===== src/hdl/slhl_pkg.sv =====
`default_nettype none
// ----------------------------------------------------------------------------
// Slider hold-lock detector package
// Shared widths, register indexes, reset values and the configuration type.
// ----------------------------------------------------------------------------
package slhl_pkg;

    localparam int NOW_BITS       = 32;
    localparam int VALUE_BITS     = 10;
    localparam int TOL_BITS       = 8;
    localparam int TIME_BITS      = 16;
    localparam int MIN_LEVEL_BITS = 10;
    localparam int CFG_IDX_BITS   = 2;
    localparam int CFG_DATA_BITS  = 16;

    typedef logic [CFG_IDX_BITS-1:0] t_cfg_idx;

    // Register indexes on the configuration channel.
    localparam t_cfg_idx REG_TOLERANCE    = 2'd0;
    localparam t_cfg_idx REG_LOCK_TIME_MS = 2'd1;
    localparam t_cfg_idx REG_DEBOUNCE_MS  = 2'd2;
    localparam t_cfg_idx REG_MIN_LEVEL    = 2'd3;

    // Register values after reset.
    localparam logic [TOL_BITS-1:0]       RST_TOLERANCE    = 8'd8;
    localparam logic [TIME_BITS-1:0]      RST_LOCK_TIME_MS = 16'd1000;
    localparam logic [TIME_BITS-1:0]      RST_DEBOUNCE_MS  = 16'd500;
    localparam logic [MIN_LEVEL_BITS-1:0] RST_MIN_LEVEL    = 10'd124;

    typedef struct packed {
        logic [TOL_BITS-1:0]       tolerance;
        logic [TIME_BITS-1:0]      lock_time_ms;
        logic [TIME_BITS-1:0]      debounce_ms;
        logic [MIN_LEVEL_BITS-1:0] min_level;
    } t_cfg;

endpackage
`default_nettype wire


===== src/hdl/slhl_ifs.sv =====
`default_nettype none
// ----------------------------------------------------------------------------
// Slider hold-lock detector channel interfaces
// Valid/ready channels for samples, results and configuration writes.
// ----------------------------------------------------------------------------
interface slhl_smp_if #(
    parameter int SAMPLE_BITS = 10
);
    import slhl_pkg::*;

    logic                   valid;
    logic                   ready;
    logic [SAMPLE_BITS-1:0] sample;
    logic [NOW_BITS-1:0]    now_ms;

    modport source (output valid, output sample, output now_ms, input ready);
    modport sink   (input valid, input sample, input now_ms, output ready);
endinterface

interface slhl_res_if;
    import slhl_pkg::*;

    logic                  valid;
    logic                  ready;
    logic [VALUE_BITS-1:0] value;
    logic                  is_locked;
    logic                  lock_event;
    logic                  unlock_event;

    modport source (output valid, output value, output is_locked, output lock_event,
                    output unlock_event, input ready);
    modport sink   (input valid, input value, input is_locked, input lock_event,
                    input unlock_event, output ready);
endinterface

interface slhl_cfg_if;
    import slhl_pkg::*;

    logic                     valid;
    logic                     ready;
    t_cfg_idx                 index;
    logic [CFG_DATA_BITS-1:0] data;

    modport source (output valid, output index, output data, input ready);
    modport sink   (input valid, input index, input data, output ready);
endinterface
`default_nettype wire


===== src/hdl/slider_hold_lock_detector.sv =====
`default_nettype none
// ----------------------------------------------------------------------------
// Slider hold-lock detector
// Locks a slider reading once it has held still and releases it on re-touch.
// ----------------------------------------------------------------------------
// Usage:
//   i_smp carries one beat per slider sample: the converter reading and its
//   millisecond timestamp. o_res returns exactly one beat per sample: the
//   reported value, the lock flag and the lock and unlock event flags.
//   i_cfg writes the tolerance, lock time, debounce time and minimum level;
//   it is always ready and should only be used while no sample is in flight.
//   An accepted sample is held in the input register, then the step logic
//   (a 32-bit timestamp subtract and compare against the hold state)
//   loads the result register, which presents its beat to the receiver.
//   One sample is accepted per cycle, sustained, while the receiver keeps
//   taking results. When the receiver stalls, the result register holds
//   its beat and the input register can still take one sample if it is
//   empty; after that i_smp.ready falls until the result is taken.
//   Reset (synchronous, active low) empties both registers, unlocks the
//   detector, clears the held value and both timestamps, and restores the
//   register defaults.
// ----------------------------------------------------------------------------
module slider_hold_lock_detector #(
    parameter int SAMPLE_BITS = 10
) (
    input  wire        i_clk,
    input  wire        i_rst_n,
    slhl_cfg_if.sink   i_cfg,
    slhl_smp_if.sink   i_smp,
    slhl_res_if.source o_res
);
    import slhl_pkg::*;

    t_cfg w_cfg;

    // Configuration register bank.
    slhl_cfg u_cfg (
        .i_clk   (i_clk),
        .i_rst_n (i_rst_n),
        .i_cfg   (i_cfg),
        .o_cfg   (w_cfg)
    );

    // Datapath: input register, detector state and result register.
    slhl_core #(
        .SAMPLE_BITS (SAMPLE_BITS)
    ) u_core (
        .i_clk   (i_clk),
        .i_rst_n (i_rst_n),
        .i_cfg   (w_cfg),
        .i_smp   (i_smp),
        .o_res   (o_res)
    );

    // A result cannot both lock and unlock the detector.
    a_single_event: assert property (@(posedge i_clk) disable iff (!i_rst_n)
        o_res.valid |-> !(o_res.lock_event && o_res.unlock_event))
        else $error("lock and unlock event in the same beat");

    // Events must agree with the reported lock flag.
    a_event_flag: assert property (@(posedge i_clk) disable iff (!i_rst_n)
        o_res.valid |-> ((!o_res.lock_event || o_res.is_locked) &&
                         (!o_res.unlock_event || !o_res.is_locked)))
        else $error("event flag disagrees with lock flag");

    // Reset leaves no result pending.
    a_reset_empty: assert property (@(posedge i_clk)
        !i_rst_n |=> !o_res.valid)
        else $error("result valid after reset");

endmodule
`default_nettype wire


===== src/hdl/slhl_cfg.sv =====
`default_nettype none
// ----------------------------------------------------------------------------
// Slider hold-lock detector configuration registers
// Holds tolerance, lock time, debounce time and minimum level.
// ----------------------------------------------------------------------------
module slhl_cfg (
    input  wire           i_clk,
    input  wire           i_rst_n,
    slhl_cfg_if.sink      i_cfg,
    output slhl_pkg::t_cfg o_cfg
);
    import slhl_pkg::*;

    t_cfg r_cfg;

    // Writes never stall.
    assign i_cfg.ready = 1'b1;
    assign o_cfg       = r_cfg;

    always_ff @(posedge i_clk) begin
        if (!i_rst_n) begin
            r_cfg.tolerance    <= RST_TOLERANCE;
            r_cfg.lock_time_ms <= RST_LOCK_TIME_MS;
            r_cfg.debounce_ms  <= RST_DEBOUNCE_MS;
            r_cfg.min_level    <= RST_MIN_LEVEL;
        end else if (i_cfg.valid) begin
            case (i_cfg.index)
                REG_TOLERANCE:    r_cfg.tolerance    <= i_cfg.data[TOL_BITS-1:0];
                REG_LOCK_TIME_MS: r_cfg.lock_time_ms <= i_cfg.data[TIME_BITS-1:0];
                REG_DEBOUNCE_MS:  r_cfg.debounce_ms  <= i_cfg.data[TIME_BITS-1:0];
                REG_MIN_LEVEL:    r_cfg.min_level    <= i_cfg.data[MIN_LEVEL_BITS-1:0];
                default: ;
            endcase
        end
    end

endmodule
`default_nettype wire


===== src/hdl/slhl_core.sv =====
`default_nettype none
// ----------------------------------------------------------------------------
// Slider hold-lock detector core
// Input register, hold/lock state, one-pass step logic and result register.
// ----------------------------------------------------------------------------
module slhl_core #(
    parameter int SAMPLE_BITS = 10
) (
    input  wire            i_clk,
    input  wire            i_rst_n,
    input  slhl_pkg::t_cfg i_cfg,
    slhl_smp_if.sink       i_smp,
    slhl_res_if.source     o_res
);
    import slhl_pkg::*;

    localparam int CMP_BITS = (SAMPLE_BITS > MIN_LEVEL_BITS) ? SAMPLE_BITS : MIN_LEVEL_BITS;

    // Input register
    logic                   r_in_valid;
    logic [SAMPLE_BITS-1:0] r_smp;
    logic [NOW_BITS-1:0]    r_now;

    // Detector state
    logic                   r_locked;
    logic [SAMPLE_BITS-1:0] r_held;
    logic [NOW_BITS-1:0]    r_hold_start;
    logic [NOW_BITS-1:0]    r_lock_start;
    logic                   n_locked;
    logic [SAMPLE_BITS-1:0] n_held;
    logic [NOW_BITS-1:0]    n_hold_start;
    logic [NOW_BITS-1:0]    n_lock_start;

    // Result register
    logic                   r_out_valid;
    logic [VALUE_BITS-1:0]  r_value;
    logic                   r_is_locked;
    logic                   r_lock_ev;
    logic                   r_unlock_ev;

    logic                   w_out_free;
    logic                   w_fire;
    logic                   w_accept;
    logic                   w_touched;
    logic [SAMPLE_BITS-1:0] w_dist;
    logic [SAMPLE_BITS-1:0] w_tol;
    logic                   w_moved;
    logic                   w_within;
    logic [NOW_BITS-1:0]    w_hold_age;
    logic [NOW_BITS-1:0]    w_lock_age;
    logic                   w_lock_ev;
    logic                   w_unlock_ev;

    assign w_out_free  = !r_out_valid || o_res.ready;
    assign w_fire      = r_in_valid && w_out_free;
    assign i_smp.ready = !r_in_valid || w_out_free;
    assign w_accept    = i_smp.valid && i_smp.ready;

    assign w_touched  = CMP_BITS'(r_smp) > CMP_BITS'(i_cfg.min_level);
    assign w_dist     = (r_smp > r_held) ? (r_smp - r_held) : (r_held - r_smp);
    assign w_tol      = SAMPLE_BITS'(i_cfg.tolerance);
    assign w_moved    = w_dist > w_tol;
    assign w_within   = w_dist < w_tol;
    assign w_hold_age = r_now - r_hold_start;
    assign w_lock_age = r_now - r_lock_start;

    // A moved sample restarts the hold timer, so it can never lock in the
    // same step; locking is therefore only checked when the value held still.
    always_comb begin
        n_locked     = r_locked;
        n_held       = r_held;
        n_hold_start = r_hold_start;
        n_lock_start = r_lock_start;
        w_lock_ev    = 1'b0;
        w_unlock_ev  = 1'b0;
        if (!r_locked) begin
            if (w_touched) begin
                if (w_moved) begin
                    n_held       = r_smp;
                    n_hold_start = r_now;
                end else if (w_hold_age > NOW_BITS'(i_cfg.lock_time_ms) && w_within) begin
                    n_locked     = 1'b1;
                    n_lock_start = r_now;
                    w_lock_ev    = 1'b1;
                end
            end else begin
                n_hold_start = r_now;
            end
        end else if (w_lock_age > NOW_BITS'(i_cfg.debounce_ms) && w_within) begin
            n_locked     = 1'b0;
            n_hold_start = r_now;
            w_unlock_ev  = 1'b1;
        end
    end

    always_ff @(posedge i_clk) begin
        if (!i_rst_n) begin
            r_in_valid   <= 1'b0;
            r_out_valid  <= 1'b0;
            r_locked     <= 1'b0;
            r_held       <= '0;
            r_hold_start <= '0;
            r_lock_start <= '0;
        end else begin
            if (w_accept) begin
                r_in_valid <= 1'b1;
            end else if (w_fire) begin
                r_in_valid <= 1'b0;
            end
            if (w_fire) begin
                r_out_valid  <= 1'b1;
                r_locked     <= n_locked;
                r_held       <= n_held;
                r_hold_start <= n_hold_start;
                r_lock_start <= n_lock_start;
            end else if (o_res.ready) begin
                r_out_valid  <= 1'b0;
            end
        end
    end

    always_ff @(posedge i_clk) begin
        if (w_accept) begin
            r_smp <= i_smp.sample;
            r_now <= i_smp.now_ms;
        end
        if (w_fire) begin
            r_value     <= n_locked ? VALUE_BITS'(n_held) : VALUE_BITS'(r_smp);
            r_is_locked <= n_locked;
            r_lock_ev   <= w_lock_ev;
            r_unlock_ev <= w_unlock_ev;
        end
    end

    assign o_res.valid        = r_out_valid;
    assign o_res.value        = r_value;
    assign o_res.is_locked    = r_is_locked;
    assign o_res.lock_event   = r_lock_ev;
    assign o_res.unlock_event = r_unlock_ev;

endmodule
`default_nettype wire


===== src/flat_wrapper.sv =====
// flat-port wrapper written by rule: the top's interface ports become plain ports
module slider_hold_lock_detector_flat import slhl_pkg::*;
#(
    parameter int SAMPLE_BITS = 10
)
  (i_clk, i_rst_n, i_cfg_valid, i_cfg_index, i_cfg_data, i_cfg_ready, i_smp_valid, i_smp_sample, i_smp_now_ms, i_smp_ready, o_res_valid, o_res_value, o_res_is_locked, o_res_lock_event, o_res_unlock_event, o_res_ready);
  slhl_cfg_if i_cfg_i ();
  slhl_smp_if #(.SAMPLE_BITS(SAMPLE_BITS)) i_smp_i ();
  slhl_res_if o_res_i ();
  input  wire i_clk;
  input  wire i_rst_n;
  input wire logic [$bits(i_cfg_i.valid)-1:0] i_cfg_valid;
  input wire logic [$bits(i_cfg_i.index)-1:0] i_cfg_index;
  input wire logic [$bits(i_cfg_i.data)-1:0] i_cfg_data;
  output wire logic [$bits(i_cfg_i.ready)-1:0] i_cfg_ready;
  input wire logic [$bits(i_smp_i.valid)-1:0] i_smp_valid;
  input wire logic [$bits(i_smp_i.sample)-1:0] i_smp_sample;
  input wire logic [$bits(i_smp_i.now_ms)-1:0] i_smp_now_ms;
  output wire logic [$bits(i_smp_i.ready)-1:0] i_smp_ready;
  output wire logic [$bits(o_res_i.valid)-1:0] o_res_valid;
  output wire logic [$bits(o_res_i.value)-1:0] o_res_value;
  output wire logic [$bits(o_res_i.is_locked)-1:0] o_res_is_locked;
  output wire logic [$bits(o_res_i.lock_event)-1:0] o_res_lock_event;
  output wire logic [$bits(o_res_i.unlock_event)-1:0] o_res_unlock_event;
  input wire logic [$bits(o_res_i.ready)-1:0] o_res_ready;
  assign i_cfg_i.valid = i_cfg_valid;
  assign i_cfg_i.index = i_cfg_index;
  assign i_cfg_i.data = i_cfg_data;
  assign i_cfg_ready = i_cfg_i.ready;
  assign i_smp_i.valid = i_smp_valid;
  assign i_smp_i.sample = i_smp_sample;
  assign i_smp_i.now_ms = i_smp_now_ms;
  assign i_smp_ready = i_smp_i.ready;
  assign o_res_valid = o_res_i.valid;
  assign o_res_value = o_res_i.value;
  assign o_res_is_locked = o_res_i.is_locked;
  assign o_res_lock_event = o_res_i.lock_event;
  assign o_res_unlock_event = o_res_i.unlock_event;
  assign o_res_i.ready = o_res_ready;
  slider_hold_lock_detector #(.SAMPLE_BITS(SAMPLE_BITS)) u_core (.i_clk(i_clk), .i_rst_n(i_rst_n), .i_cfg(i_cfg_i), .i_smp(i_smp_i), .o_res(o_res_i));
endmodule

===== config.mk =====
export PLATFORM = sky130hd
export DESIGN_NAME = slider_hold_lock_detector_flat
export DESIGN_NICKNAME = d
export VERILOG_FILES = /design/src/hdl/slhl_pkg.sv /design/src/hdl/slhl_ifs.sv /design/src/hdl/slider_hold_lock_detector.sv /design/src/hdl/slhl_cfg.sv /design/src/hdl/slhl_core.sv /design/src/flat_wrapper.sv
export SDC_FILE = /design/constraint.sdc
export NUM_CORES = 1
export LEC_CHECK = 0
export BUFFER_PORTS_ARGS = -buffer_cell sky130_fd_sc_hd__buf_2
export CAP_MARGIN = 30
export CELL_PAD_IN_SITES_DETAIL_PLACEMENT = 1
export CELL_PAD_IN_SITES_GLOBAL_PLACEMENT = 1
export CORE_ASPECT_RATIO = 0.8
export CORE_MARGIN = 5
export CORE_UTILIZATION = 47
export CTS_BUF_LIST = sky130_fd_sc_hd__clkbuf_16
export DETAILED_ROUTE_END_ITERATION = 16
export GPL_TIMING_DRIVEN = 0
export PLACE_DENSITY = 0.93
export SKIP_CTS_REPAIR_TIMING = 1
export SYNTH_ARGS = -nofsm -noshare
export SYNTH_HDL_FRONTEND = slang
export SYNTH_SLANG_ARGS = --single-unit

===== constraint.sdc =====
create_clock -name i_clk -period 5.95 [get_ports i_clk]
set_input_delay 0 -clock i_clk [delete_from_list [all_inputs] [get_ports i_clk]]
set_output_delay 0 -clock i_clk [all_outputs]
set_load 0.1 [all_outputs]

==> impl_metrics.yaml <==
status:
  status: "finished, violations left"
  violations: "hold timing"
critical_path:
  r2r-end: "u_core.u_core.o_res.value[9]$_DFFE_PP_"
  cp_max_fo: 7
  critPathMaxStageDelay_ns: 0.57
  crit_arrival_ns: 6.15
  cp_top_family: "simple AND/OR/NAND/NOR gates"
  cp.depth: 21
  path_buf_inv: 2
  cp-startpoint: "u_core.u_core.r_now[0]$_DFFE_PP_"
  slowest_stage: "or4_1"
  crit_chain: "inv_1 > ha_1 > fa_1 > nand2b_1 > a211oi_2 > nor2b_1 > nand2_1 > a41oi_1 > xnor2_1 > ha_1 > nand4_1 > or4_1 > nor2_1 > nor2_1 > a2bb2oi_2 > o211ai_1 > nor4_2 > and4_1 > buf_2 > o21bai_4 > mux2_1"
  r2r-start: "u_core.u_core.r_now[0]$_DFFE_PP_"
  reg2reg_slack_ns: 0.0007
  crit_end: "u_core.u_core.o_res.value[9]$_DFFE_PP_"
  start_kind: "register"
  critPathRequiredTime_ns: 6.15
  worst_r2r_path_depth: 21
  critical_path_class: "reg -> reg"
  cp-end-kind: "register"
routing:
  wire_per_inst_um: 23.4
  avgViaCountPerCell: 6.19
  vias: 13100
  drc: 0
  routed_wl_um: 49600
  drtIter0Drc: 1103
  drt_first_pass_iters: 5
  final_antenna_net_count: 0
place:
  dp_hpwl_um: 33300
  gp_congestion: 0.954
  placed_cell_area_um2: 13800
  port_buffers: 79
clock_tree:
  clk_pin_slew_ns: 0.09
  clk_latency_ns: 0.47
  clockBufferDepth: 2
  cts_tree: "yes"
  cts_made_buffers: 17
  h-tree-depth: 4
  clock_sinks: 182
  root_buffer: "clkbuf_16"
power_and_ir_drop:
  clockPowerShare_pct: 32.6
  pwr-share-comb_pct: 30.2
  power_density_nw_per_um2: 249
  p_leak_nw: 6.00
  switchingPower_mw: 1.40
  intPower_mw: 2.37
  swShare_pct: 37.1
  ir_drop_mv: 0.230
  p_seq_share_pct: 37.2
finish:
  multiInputGateArea_um2: 7860
  areaGrowthSynthToFinish_pct: 17.0
  drive_gt1_share_pct: 10.6
  seqCellArea_um2: 4190
  final_common_cell: "nand2_1"
  nets: 1937
  fill_cells: 3262
  final_cell_mix: "204 x nand2_1, 159 x a21oi_1, 156 x inv_1"
  final_cell_area_um2: 15200
  final_core_util_pct: 55.7
sta:
  finalHoldViolCount: 2
  setup_viol: 0
  fin_skew_ns: 0.0244
  max-slew-margin-rel_pct: 37.4
  min_period_over_period_pct: 100
  max_freq_mhz: 168
  final-max-slew-violation-count: 0
  fin_crit_ns: 5.95
  worstMarginPinSlew_ns: 0.937
  setup-tns-final_ns: 0
  whs_ns: -0.0296
grt:
  grt_pass1_vias: 12700
  overflow: 0
  grt_max_degree: 34
  grt_pass1_wl_um: 68800
  antenna_found_initial: 1
  grt_use_total_pct: 27.5
yosys:
  synthTopCellsByArea: "dfxtp_1 20%, edfxtp_1 13%, ha_1 13%"
  ys_ff_latch: 182
  netlist_instances: 1573
  synthFlopType: "dfxtp_1"
  syn_avg_cell_area_um2: 8.24
  synth_seq_area_share_pct: 32.3
  yosysTopAreaCellShare_pct: 19.6
  ys.warnings.count: 0
  synth_cell_types: 81
  syn_nets: 1773
  synth_area_um2: 13000
  yosys.area.top_type: "dfxtp_1"
  async_flop_share_pct: 0
  synth-edff-count: 55
floorplanning:
  num_rows: 54
  die_w_um: 196
  ioPinCount: 81
  core-area_um2: 27200
  die_area_um2: 31000
  die_h_um: 159
  initial_core_util_pct: 47.6
worst_hold_path:
  hold_path.class: "in -> reg"
flow_run:
  maxCapViolations: 0
-- cells by family after synthesis --
| logic type | count (synthesis) | share of synthesized area [%] |
|---|---|---|
| compound gates | 427 | 21.5 |
| xor+xnor | 44 | 2.97 |
| fa+ha+maj | 135 | 13.3 |
| buf+inv | 236 | 7.46 |
| flops | 182 | 32.3 |
| mux | 63 | 4.90 |
| other cells | 1 | 0.0289 |
| simple gates | 485 | 17.5 |
-- synthesized netlist by cell type, types with 8 or more instances --
cell / number
buf_2: 13
nor4_1: 8
o21ai_1: 14
mux2i_1: 59
and3_1: 10
a21o_1: 35
nor2_1: 86
nand2_1: 205
dfxtp_1: 127
a21oi_1: 159
clkbuf_1: 56
xor2_1: 14
and2_1: 11
o211ai_1: 35
nor2b_1: 11
nand4_1: 32
nor3_1: 20
inv_1: 156
xnor2_1: 30
o21ai_0: 72
a211oi_1: 14
o21a_1: 10
edfxtp_1: 55
ha_1: 131
a31oi_1: 8
nand2b_1: 8
nand3_1: 63
-- cell type report --
cell class | instances | share of cell area (%)
antenna | 1 | 0.0165
buffer | 79 | 2.52
clock buffer | 17 | 2.80
clock inverter | 15 | 1.20
inverter | 156 | 3.86
multi-input combinational | 1155 | 51.8
sequential | 182 | 27.6
tap | 364 | 3.00
timing repair buffer | 146 | 7.11
-- tightest hold or removal path, delay by kind of cell --
family	cells	cell delay [ns]
buffers and inverters	1	0.14
AO/OA/AOI/OAI	1	0.06
AND/OR/NAND/NOR	2	0.17
-- flip-flops by register name (all words and copies together) (netlist names) --
signal	cells
u_core.u_core.o_res.unlock_event	1
u_core.u_cfg.o_cfg	50
u_core.u_core.r_held	10
u_core.u_core.r_in_valid	1
u_core.u_core.o_res.is_locked	1
u_core.u_core.o_res.value	10
u_core.u_core.r_locked	1
u_core.u_core.r_now	32
u_core.u_core.o_res.valid	1
u_core.u_core.r_hold_start	32
u_core.u_core.r_smp	10
u_core.u_core.r_lock_start	32
u_core.u_core.o_res.lock_event	1
-- through the flow --
step	std cells	worst slack, ns	total power, mW
5_1_grt	2115	-0.0987	3.90
6_report	2115	0.000719	3.77
3_5_place_dp	2017	-0.387	2.44
3_3_place_gp	2016	0.108	2.38
2_1_floorplan	1573	0.914	2.15
4_1_cts	2049	-0.534	3.65
-- worst min path at each step --
stage	from	endpoint	slack, ns	cells past startpoint
floorplan	i_smp_now_ms[0]	u_core.u_core.r_now[0]$_DFFE_PP_	0.1	0
global placement	i_smp_sample[4]	u_core.u_core.r_smp[4]$_DFFE_PP_	0.18	1
detailed placement	i_smp_now_ms[29]	u_core.u_core.r_now[29]$_DFFE_PP_	0.18	1
CTS	i_smp_now_ms[1]	u_core.u_core.r_now[1]$_DFFE_PP_	-0.30	1
global route	i_cfg_index[0]	u_core.u_cfg.o_cfg[25]$_SDFFE_PN0P_	0.02	4
finish	i_cfg_index[0]	u_core.u_cfg.o_cfg[25]$_SDFFE_PN0P_	-0.03	4
-- power by group through the flow --
| stage | clock network [mW] | logic [mW] | registers (mW) |
|---|---|---|---|
| final | 1.23 | 1.14 | 1.41 |
| after global routing | 1.27 | 1.22 | 1.41 |
| after CTS | 1.21 | 1.04 | 1.40 |
| after detailed placement | 0 | 1.02 | 1.43 |
| after global placement | 0 | 0.957 | 1.42 |
| after floorplan | 0 | 0.699 | 1.45 |
-- routing by layer --
layer	wire (um)	vias to the layer above	track usage (%)
li1	-	5906	-
met3	3170	139	3.62
met2	23800	583	47.1
met1	20700	6464	36.6
met5	0	-	0
met4	1870	0	8.11
Power figures use the tool's default switching activity.
